===== src/hw/rtl/pps_pkg.sv =====
// Shared types and constants for the preemptive priority scheduler.
// Used by pps_slot_mem, pps_core and the top level; depends on nothing.
package pps_pkg;

    localparam int SLOTS_DEF     = 16;
    localparam int TIME_BITS_DEF = 24;
    localparam int ID_W          = 16;
    localparam int PRIO_W        = 8;
    localparam int BURST_W       = 16;
    localparam int OUT_TIME_W    = 24;

    localparam logic FUNC_ARRIVE = 1'b0;
    localparam logic FUNC_TICK   = 1'b1;

    localparam logic STATUS_DONE   = 1'b0;
    localparam logic STATUS_REJECT = 1'b1;

    typedef enum logic [2:0] {
        S_IDLE,
        S_FIND,
        S_SCAN,
        S_READ,
        S_UPD,
        S_EMIT
    } t_state;

    typedef struct packed {
        logic wr_all;
        logic wr_rem;
    } t_mem_ctl;

    typedef struct packed {
        logic                  status;
        logic [ID_W-1:0]       done_id;
        logic [OUT_TIME_W-1:0] finish_time;
        logic [OUT_TIME_W-1:0] turnaround;
        logic [OUT_TIME_W-1:0] waiting;
    } t_result;

endpackage


===== src/hw/rtl/preemptive_priority_scheduler_unit.sv =====
// Preemptive priority scheduler with a table of SLOTS process slots, one transaction at a time.
// Arrival: a search writes the first free slot; a full table gives a rejection result.
// Tick: a priority scan over all valid slots, then an update of the best one, whose
// completion gives a result; the output register holds a result while the receiver stalls.
// Reset (synchronous, active low) clears all valid bits, time and control state, not the slots.
module preemptive_priority_scheduler_unit
    import pps_pkg::*;
#(
    parameter int SLOTS     = SLOTS_DEF,
    parameter int TIME_BITS = TIME_BITS_DEF
) (
    input  logic                  i_clk,
    input  logic                  i_rst_n,
    input  logic                  i_in_valid,
    output logic                  o_in_stall,
    input  logic                  i_func,
    input  logic [ID_W-1:0]       i_proc_id,
    input  logic [PRIO_W-1:0]     i_prio_level,
    input  logic [BURST_W-1:0]    i_burst_len,
    output logic                  o_out_valid,
    input  logic                  i_out_stall,
    output logic                  o_status,
    output logic [ID_W-1:0]       o_done_id,
    output logic [OUT_TIME_W-1:0] o_finish_time,
    output logic [OUT_TIME_W-1:0] o_turnaround,
    output logic [OUT_TIME_W-1:0] o_waiting
);

    logic    res_valid;
    logic    res_take;
    t_result res;
    logic    r_out_vld;
    t_result r_out;

    pps_core #(
        .SLOTS     (SLOTS),
        .TIME_BITS (TIME_BITS)
    ) u_core (
        .i_clk        (i_clk),
        .i_rst_n      (i_rst_n),
        .i_in_valid   (i_in_valid),
        .o_in_stall   (o_in_stall),
        .i_func       (i_func),
        .i_proc_id    (i_proc_id),
        .i_prio_level (i_prio_level),
        .i_burst_len  (i_burst_len),
        .o_res_valid  (res_valid),
        .i_res_take   (res_take),
        .o_res        (res)
    );

    // The output register takes a new result whenever it is empty or draining.
    assign res_take = !r_out_vld || !i_out_stall;

    always_ff @(posedge i_clk) begin
        if (!i_rst_n) begin
            r_out_vld <= 1'b0;
        end else if (res_valid && res_take) begin
            r_out_vld <= 1'b1;
        end else if (!i_out_stall) begin
            r_out_vld <= 1'b0;
        end
    end

    always_ff @(posedge i_clk) begin
        if (res_valid && res_take) begin
            r_out <= res;
        end
    end

    assign o_out_valid   = r_out_vld;
    assign o_status      = r_out.status;
    assign o_done_id     = r_out.done_id;
    assign o_finish_time = r_out.finish_time;
    assign o_turnaround  = r_out.turnaround;
    assign o_waiting     = r_out.waiting;

endmodule


===== src/hw/rtl/pps_slot_mem.sv =====
// Slot table storage: id, priority, arrival stamp, burst and remaining burst.
// One address per cycle, registered read data. Depends on pps_pkg.
module pps_slot_mem
    import pps_pkg::*;
#(
    parameter int SLOTS     = SLOTS_DEF,
    parameter int TIME_BITS = TIME_BITS_DEF
) (
    input  logic                       i_clk,
    input  t_mem_ctl                   i_ctl,
    input  logic [$clog2(SLOTS)-1:0]   i_addr,
    input  logic [ID_W-1:0]            i_wr_pid,
    input  logic [PRIO_W-1:0]          i_wr_prio,
    input  logic [TIME_BITS-1:0]       i_wr_arr,
    input  logic [BURST_W-1:0]         i_wr_burst,
    input  logic [BURST_W-1:0]         i_wr_rem,
    output logic [ID_W-1:0]            o_rd_pid,
    output logic [PRIO_W-1:0]          o_rd_prio,
    output logic [TIME_BITS-1:0]       o_rd_arr,
    output logic [BURST_W-1:0]         o_rd_burst,
    output logic [BURST_W-1:0]         o_rd_rem
);

    logic [ID_W-1:0]      r_pid   [SLOTS];
    logic [PRIO_W-1:0]    r_prio  [SLOTS];
    logic [TIME_BITS-1:0] r_arr   [SLOTS];
    logic [BURST_W-1:0]   r_burst [SLOTS];
    logic [BURST_W-1:0]   r_rem   [SLOTS];

    always_ff @(posedge i_clk) begin
        if (i_ctl.wr_all) begin
            r_pid[i_addr]   <= i_wr_pid;
            r_prio[i_addr]  <= i_wr_prio;
            r_arr[i_addr]   <= i_wr_arr;
            r_burst[i_addr] <= i_wr_burst;
        end
        if (i_ctl.wr_all || i_ctl.wr_rem) begin
            r_rem[i_addr] <= i_wr_rem;
        end
    end

    always_ff @(posedge i_clk) begin
        o_rd_pid   <= r_pid[i_addr];
        o_rd_prio  <= r_prio[i_addr];
        o_rd_arr   <= r_arr[i_addr];
        o_rd_burst <= r_burst[i_addr];
        o_rd_rem   <= r_rem[i_addr];
    end

endmodule


===== src/hw/rtl/pps_core.sv =====
// Sequencer and datapath of the scheduler: free-slot search, priority scan
// with one shared comparator, service update and result math.
// Depends on pps_pkg and pps_slot_mem.
module pps_core
    import pps_pkg::*;
#(
    parameter int SLOTS     = SLOTS_DEF,
    parameter int TIME_BITS = TIME_BITS_DEF
) (
    input  logic                 i_clk,
    input  logic                 i_rst_n,
    input  logic                 i_in_valid,
    output logic                 o_in_stall,
    input  logic                 i_func,
    input  logic [ID_W-1:0]      i_proc_id,
    input  logic [PRIO_W-1:0]    i_prio_level,
    input  logic [BURST_W-1:0]   i_burst_len,
    output logic                 o_res_valid,
    input  logic                 i_res_take,
    output t_result              o_res
);

    localparam int IDX_W = $clog2(SLOTS);
    localparam int CMP_W = (TIME_BITS > BURST_W) ? TIME_BITS : BURST_W;
    localparam logic [IDX_W-1:0] LAST_IDX = IDX_W'(SLOTS - 1);

    t_state r_state, n_state;

    logic [SLOTS-1:0]     r_valid;
    logic [TIME_BITS-1:0] r_time;
    logic [IDX_W-1:0]     r_idx;
    logic                 r_issue_on;
    logic                 r_cmp_vld;
    logic [IDX_W-1:0]     r_cmp_idx;
    logic                 r_best_vld;
    logic [IDX_W-1:0]     r_best_idx;
    logic [PRIO_W-1:0]    r_best_prio;
    logic [TIME_BITS-1:0] r_best_arr;

    logic                 r_func;
    logic [ID_W-1:0]      r_pid_in;
    logic [PRIO_W-1:0]    r_prio_in;
    logic [BURST_W-1:0]   r_burst_in;

    logic                 r_status;
    logic [ID_W-1:0]      r_pid_q;
    logic [TIME_BITS-1:0] r_fin_q;
    logic [TIME_BITS-1:0] r_tat;
    logic [BURST_W-1:0]   r_burst_q;

    t_mem_ctl             mem_ctl;
    logic [IDX_W-1:0]     mem_addr;
    logic [BURST_W-1:0]   mem_wr_rem;
    logic [ID_W-1:0]      rd_pid;
    logic [PRIO_W-1:0]    rd_prio;
    logic [TIME_BITS-1:0] rd_arr;
    logic [BURST_W-1:0]   rd_burst;
    logic [BURST_W-1:0]   rd_rem;

    logic                 accept;
    logic                 better;
    logic                 rem_more;
    logic [TIME_BITS-1:0] fin_time;
    logic [CMP_W-1:0]     tat_ext;
    logic [CMP_W-1:0]     burst_ext;
    logic [CMP_W-1:0]     wait_ext;

    pps_slot_mem #(
        .SLOTS     (SLOTS),
        .TIME_BITS (TIME_BITS)
    ) u_mem (
        .i_clk      (i_clk),
        .i_ctl      (mem_ctl),
        .i_addr     (mem_addr),
        .i_wr_pid   (r_pid_in),
        .i_wr_prio  (r_prio_in),
        .i_wr_arr   (r_time),
        .i_wr_burst (r_burst_in),
        .i_wr_rem   (mem_wr_rem),
        .o_rd_pid   (rd_pid),
        .o_rd_prio  (rd_prio),
        .o_rd_arr   (rd_arr),
        .o_rd_burst (rd_burst),
        .o_rd_rem   (rd_rem)
    );

    assign accept   = i_in_valid && !o_in_stall;
    assign fin_time = (r_time == {TIME_BITS{1'b1}}) ? r_time : r_time + TIME_BITS'(1);
    assign rem_more = rd_rem > BURST_W'(1);

    // Strict less-than keeps the earlier (lower) slot on a full tie.
    assign better = !r_best_vld || (rd_prio < r_best_prio) ||
                    ((rd_prio == r_best_prio) && (rd_arr < r_best_arr));

    assign tat_ext   = CMP_W'(r_tat);
    assign burst_ext = CMP_W'(r_burst_q);
    assign wait_ext  = (tat_ext >= burst_ext) ? tat_ext - burst_ext : '0;

    always_comb begin
        n_state = r_state;
        case (r_state)
            S_IDLE: begin
                if (i_in_valid) begin
                    n_state = (i_func == FUNC_ARRIVE) ? S_FIND : S_SCAN;
                end
            end
            S_FIND: begin
                if (!r_valid[r_idx]) begin
                    n_state = S_IDLE;
                end else if (r_idx == LAST_IDX) begin
                    n_state = S_EMIT;
                end
            end
            S_SCAN: begin
                if (r_cmp_vld && (r_cmp_idx == LAST_IDX)) begin
                    n_state = S_READ;
                end
            end
            S_READ: begin
                n_state = r_best_vld ? S_UPD : S_IDLE;
            end
            S_UPD: begin
                n_state = rem_more ? S_IDLE : S_EMIT;
            end
            S_EMIT: begin
                if (i_res_take) begin
                    n_state = S_IDLE;
                end
            end
            default: n_state = S_IDLE;
        endcase
    end

    always_comb begin
        o_in_stall     = 1'b1;
        o_res_valid    = 1'b0;
        mem_ctl.wr_all = 1'b0;
        mem_ctl.wr_rem = 1'b0;
        mem_addr       = r_idx;
        mem_wr_rem     = r_burst_in;
        case (r_state)
            S_IDLE: begin
                o_in_stall = 1'b0;
            end
            S_FIND: begin
                mem_ctl.wr_all = !r_valid[r_idx];
            end
            S_SCAN: begin
                mem_addr = r_idx;
            end
            S_READ: begin
                mem_addr = r_best_idx;
            end
            S_UPD: begin
                mem_addr       = r_best_idx;
                mem_ctl.wr_rem = rem_more;
                mem_wr_rem     = rd_rem - BURST_W'(1);
            end
            S_EMIT: begin
                o_res_valid = 1'b1;
            end
            default: begin
                o_in_stall = 1'b1;
            end
        endcase
    end

    assign o_res.status      = r_status;
    assign o_res.done_id     = r_pid_q;
    assign o_res.finish_time = OUT_TIME_W'(r_fin_q);
    assign o_res.turnaround  = OUT_TIME_W'(r_tat);
    assign o_res.waiting     = OUT_TIME_W'(wait_ext);

    always_ff @(posedge i_clk) begin
        if (!i_rst_n) begin
            r_state    <= S_IDLE;
            r_valid    <= '0;
            r_time     <= '0;
            r_issue_on <= 1'b0;
            r_cmp_vld  <= 1'b0;
            r_best_vld <= 1'b0;
        end else begin
            r_state <= n_state;
            case (r_state)
                S_FIND: begin
                    if (!r_valid[r_idx]) begin
                        r_valid[r_idx] <= 1'b1;
                    end
                end
                S_SCAN: begin
                    r_cmp_vld <= r_issue_on;
                    if (r_issue_on && (r_idx == LAST_IDX)) begin
                        r_issue_on <= 1'b0;
                    end
                    if (r_cmp_vld && r_valid[r_cmp_idx] && better) begin
                        r_best_vld <= 1'b1;
                    end
                end
                S_READ: begin
                    if (!r_best_vld) begin
                        r_time <= fin_time;
                    end
                end
                S_UPD: begin
                    r_time <= fin_time;
                    if (!rem_more) begin
                        r_valid[r_best_idx] <= 1'b0;
                    end
                end
                default: begin
                    if (accept) begin
                        r_issue_on <= 1'b1;
                        r_cmp_vld  <= 1'b0;
                        r_best_vld <= 1'b0;
                    end
                end
            endcase
        end
    end

    // Payload and scan registers need no reset.
    always_ff @(posedge i_clk) begin
        case (r_state)
            S_IDLE: begin
                if (accept) begin
                    r_func     <= i_func;
                    r_pid_in   <= i_proc_id;
                    r_prio_in  <= i_prio_level;
                    r_burst_in <= i_burst_len;
                    r_idx      <= '0;
                end
            end
            S_FIND: begin
                if (r_valid[r_idx]) begin
                    if (r_idx == LAST_IDX) begin
                        r_status  <= STATUS_REJECT;
                        r_pid_q   <= r_pid_in;
                        r_fin_q   <= '0;
                        r_tat     <= '0;
                        r_burst_q <= '0;
                    end else begin
                        r_idx <= r_idx + IDX_W'(1);
                    end
                end
            end
            S_SCAN: begin
                if (r_issue_on) begin
                    r_cmp_idx <= r_idx;
                    if (r_idx != LAST_IDX) begin
                        r_idx <= r_idx + IDX_W'(1);
                    end
                end
                if (r_cmp_vld && r_valid[r_cmp_idx] && better) begin
                    r_best_idx  <= r_cmp_idx;
                    r_best_prio <= rd_prio;
                    r_best_arr  <= rd_arr;
                end
            end
            S_UPD: begin
                if (!rem_more && (r_func == FUNC_TICK)) begin
                    r_status  <= STATUS_DONE;
                    r_pid_q   <= rd_pid;
                    r_fin_q   <= fin_time;
                    r_tat     <= fin_time - rd_arr;
                    r_burst_q <= rd_burst;
                end
            end
            default: begin
                r_idx <= r_idx;
            end
        endcase
    end

endmodule


===== config.mk =====
export PLATFORM = sky130hd
export DESIGN_NAME = preemptive_priority_scheduler_unit
export DESIGN_NICKNAME = d
export VERILOG_FILES = /design/src/hw/rtl/pps_pkg.sv /design/src/hw/rtl/preemptive_priority_scheduler_unit.sv /design/src/hw/rtl/pps_slot_mem.sv /design/src/hw/rtl/pps_core.sv
export SDC_FILE = /design/constraint.sdc
export NUM_CORES = 2
export LEC_CHECK = 0
export BUFFER_PORTS_ARGS = -buffer_cell sky130_fd_sc_hd__buf_2
export CORE_ASPECT_RATIO = 0.75
export CORE_UTILIZATION = 65
export DETAILED_ROUTE_END_ITERATION = 7
export PLACE_DENSITY_LB_ADDON = 0.2
export SETUP_SLACK_MARGIN = 0.02
export SYNTH_ARGS = -nofsm -noshare
export SYNTH_HDL_FRONTEND = slang
export SYNTH_SLANG_ARGS = --single-unit

===== constraint.sdc =====
create_clock -name i_clk -period 22.8 [get_ports i_clk]
set_input_delay 2.28 -clock i_clk [delete_from_list [all_inputs] [get_ports i_clk]]
set_output_delay 2.28 -clock i_clk [all_outputs]
set_load 0.01 [all_outputs]

==> results.toml <==
[sta]
rsz0062_at_grt = "no"
tightest_slew_ns = 1.30
hold_viol_final = 0
hold_ws_ns = 0.414
finClkSkew_ns = 0.0303
tns_ns = 0
min_period_over_period = 0.307
max_freq_ghz = 0.143
max-slew-margin-rel = 0.135
period_needed_ns = 7.01
slew_violations = 0
setup_viol = 0

[clocking]
h-tree-depth = 4
root_buffer = "clkbuf_16"
clk_pin_slew_ns = 0.07
cts_setup_buffers = 0
numCtsBuffers = 152
cts_tree = "yes"
cts_sinks = 1662
clkLatencyLatePin_ns = 0.80
cts_hold_buf = 0
post_cts_resized = 0
cts_max_path_buffers = 3

[synthesis]
yosys_warnings = 0
synth_top_cell_area_share = 0.693
synth-seq-area-share = 0.731
synth_top_cell_by_area = "edfxtp_1"
synthCells = 5167
synth_nets = 5291
synth_area_um2 = 66500
ys_ff_latch = 1662
synth_cell_types = 72
synth_area_leaders = "edfxtp_1 (69%), nand2_1 (7.9%), dfxtp_1 (3.8%)"
synth.most_common_cell = "edfxtp_1"
syn_avg_cell_area_um2 = 12.9
synth_edf_count = 1535
async_flop_share = 0
synth_top_cells_by_count = "edfxtp_1 (1535), nand2_1 (1397), a21oi_1 (367)"
synth_ff_type = "edfxtp_1"

[hold_path]
worstHoldPathType = "register to register"
min_path_cells = 0

[floorplanning]
dieArea_um2 = 104000
fp.dieH_um = 279
coreArea_um2 = 101000
rows = 101
ios = 136
initial_core_util = 0.657
die_w_um = 371

[detailed_routing]
first_pass_iters = 8
routed_wl_um = 164000
drt-initial-drc-count = 5938
wl_per_cell_um = 24.3
post_drt_via_cell_ratio = 6.31
drc = 20
vias = 42600
postRouteAntennaNets = 0

[placed_design]
dp_hpwl_um = 90100
gp_congestion = 0.922
place_inst = 6461
io_buffers = 135

[finish]
nNetsFinal = 5400
area_growth_syn_to_layout_pct = 10.5
multi_input_area_um2 = 16500
regArea_um2 = 48600
fill_cells = 6463
layout-drive-gt1-share = 0.109
fin_cells = 6745

[global_route]
grt_first_pass_wirelength_um = 244000
grt_overflow_total = 0
grt_pass1_vias = 39900
grt_max_degree = 214
grt_use_total = 0.316
grt_antenna_before_repair = 5

[setup_path]
path_class = "register to register"
reg2reg_slack_ns = 15.79
path_max_fanout = 76
path_common_cell = "buf_4"
crit_family = "buffers and inverters"
max_stage_delay_ns = 0.91
cp-start-kind = "register"
reg2reg_depth = 9
end_kind = "register"
critPathBufInv = 5
cpMaxStageDelayCell = "buf_4"
worst_ep_arrival_time_ns = 7.41
cp.required_ns = 23.21
worstPathCellList = "and2_2 > clkinv_2 > o221ai_4 > buf_4 > buf_4 > buf_4 > nand2_1 > nor2_4 > buf_4"
path_depth = 9

[power_and_ir_drop]
p_switching_mw = 2.10
pwr_density_cell_nw_per_um2 = 100
switching_share = 0.286
power_frac_seq = 0.493
ir_worst_vdd_mv = 0.101
power.total_mw = 7.36
pwr-share-clk = 0.342
p_int_mw = 5.25
p_comb_frac = 0.165
p_leak_nw = 25.6

[status]
violations = "design-rule violations"
status = "finished with violations"

[run]
max_cap_violations = 0
power by group through the flow:
stage                     sequential [mW]  combinational (mW)  clock, mW
after floorplan                      3.60               0.868          0
after global placement               3.67                1.16          0
after detailed placement             3.68                1.18          0
after CTS                            3.61                1.20       2.53
after global routing                 3.63                1.32       2.65
final                                3.62                1.21       2.52
stage by stage:
| step | worst slack [ns] | util | instance area, um^2 |
|---|---|---|---|
| finish | 15.79 | 0.725 | 73500 |
| global route | 15.55 | 0.725 | 73500 |
| global placement | 16.15 | 0.676 | 68500 |
| CTS | 16.01 | 0.725 | 73500 |
| floorplan | 15.21 | - | 66500 |
| detailed placement | 16.00 | 0.676 | 68500 |
registers in the layout (all words and copies together), names as in the netlist, 24 cells and up:
| signal | count |
|---|---|
| u_core.u_mem.o_rd_arr | 24 |
| o_waiting | 24 |
| u_core.u_mem.r_burst | 256 |
| o_finish_time | 24 |
| u_core.u_mem.r_pid | 256 |
| u_core.u_mem.r_rem | 256 |
| u_core.r_tat | 24 |
| u_core.r_time | 24 |
| o_turnaround | 24 |
| u_core.r_best_arr | 24 |
| u_core.u_mem.r_prio | 128 |
| u_core.u_mem.r_arr | 384 |
| u_core.r_fin_q | 24 |
per-layer routing:
| metal | GRT usage | share of wire | vias up |
|---|---|---|---|
| met3 | 0.0632 | 0.12 | 343 |
| li1 | - | - | 18800 |
| met4 | 0.106 | 0.029 | 4 |
| met2 | 0.469 | 0.45 | 2633 |
| met5 | 0 | 0.00020 | - |
| met1 | 0.473 | 0.40 | 20800 |
path summary, 6_finish.rpt:
path                           start                    endpoint
setup / recovery   u_core.r_state[2]  u_core.u_mem.r_arr[13][17]
setup reg to reg   u_core.r_state[2]  u_core.u_mem.r_arr[13][17]
hold / removal    u_core.r_fin_q[20]           o_finish_time[20]
hold reg to reg   u_core.r_fin_q[20]           o_finish_time[20]
final cells by class:
class,instances,share of cell area
antenna,1,0.0000340
sequential,1662,0.662
clock inverter,66,0.00868
timing repair buffer,226,0.0187
tap,1339,0.0228
multi-input combinational,3142,0.225
clock buffer,217,0.0586
inverter,92,0.00472
kinds of logic after synthesis:
| kind of cell | Yosys count | share of synthesized area |
|---|---|---|
| xor gates and xnor gates | 75 | 0.00987 |
| AOI/OAI and AO/OA | 643 | 0.0662 |
| muxes | 19 | 0.00464 |
| adders and majority gates | 79 | 0.0151 |
| buffers and inverters | 363 | 0.0240 |
| and+or+nand+nor | 2326 | 0.149 |
| DFF | 1662 | 0.731 |
cells in the final DEF, fill, tap and decap left out, types with 17 or more instances in the layout:
| cell | n |
|---|---|
| a21o_1 | 21 |
| edfxtp_1 | 1535 |
| dfxtp_1 | 127 |
| clkbuf_8 | 22 |
| clkinv_2 | 26 |
| o21ai_0 | 65 |
| inv_1 | 91 |
| clkinv_1 | 18 |
| o21a_1 | 18 |
| a221oi_2 | 73 |
| ha_1 | 77 |
| nor3_1 | 32 |
| and2_1 | 38 |
| nand3_1 | 349 |
| and3_1 | 25 |
| nand2_1 | 1397 |
| xnor2_1 | 47 |
| a21oi_1 | 366 |
| a31oi_1 | 17 |
| nor2b_1 | 19 |
| xor2_1 | 28 |
| buf_2 | 135 |
| nor2_1 | 279 |
| nand4_1 | 101 |
| buf_4 | 90 |
| clkbuf_1 | 41 |
| clkbuf_16 | 154 |
worst reg2reg max path, delay by kind of cell (launching register included):
kind,cells,cell delay [ns]
AOI/OAI and AO/OA,1,0.32
buffers and inverters,5,3.60
DFF,1,0.86
and+or+nand+nor,3,1.81
(Power assumes the default switching activity.)
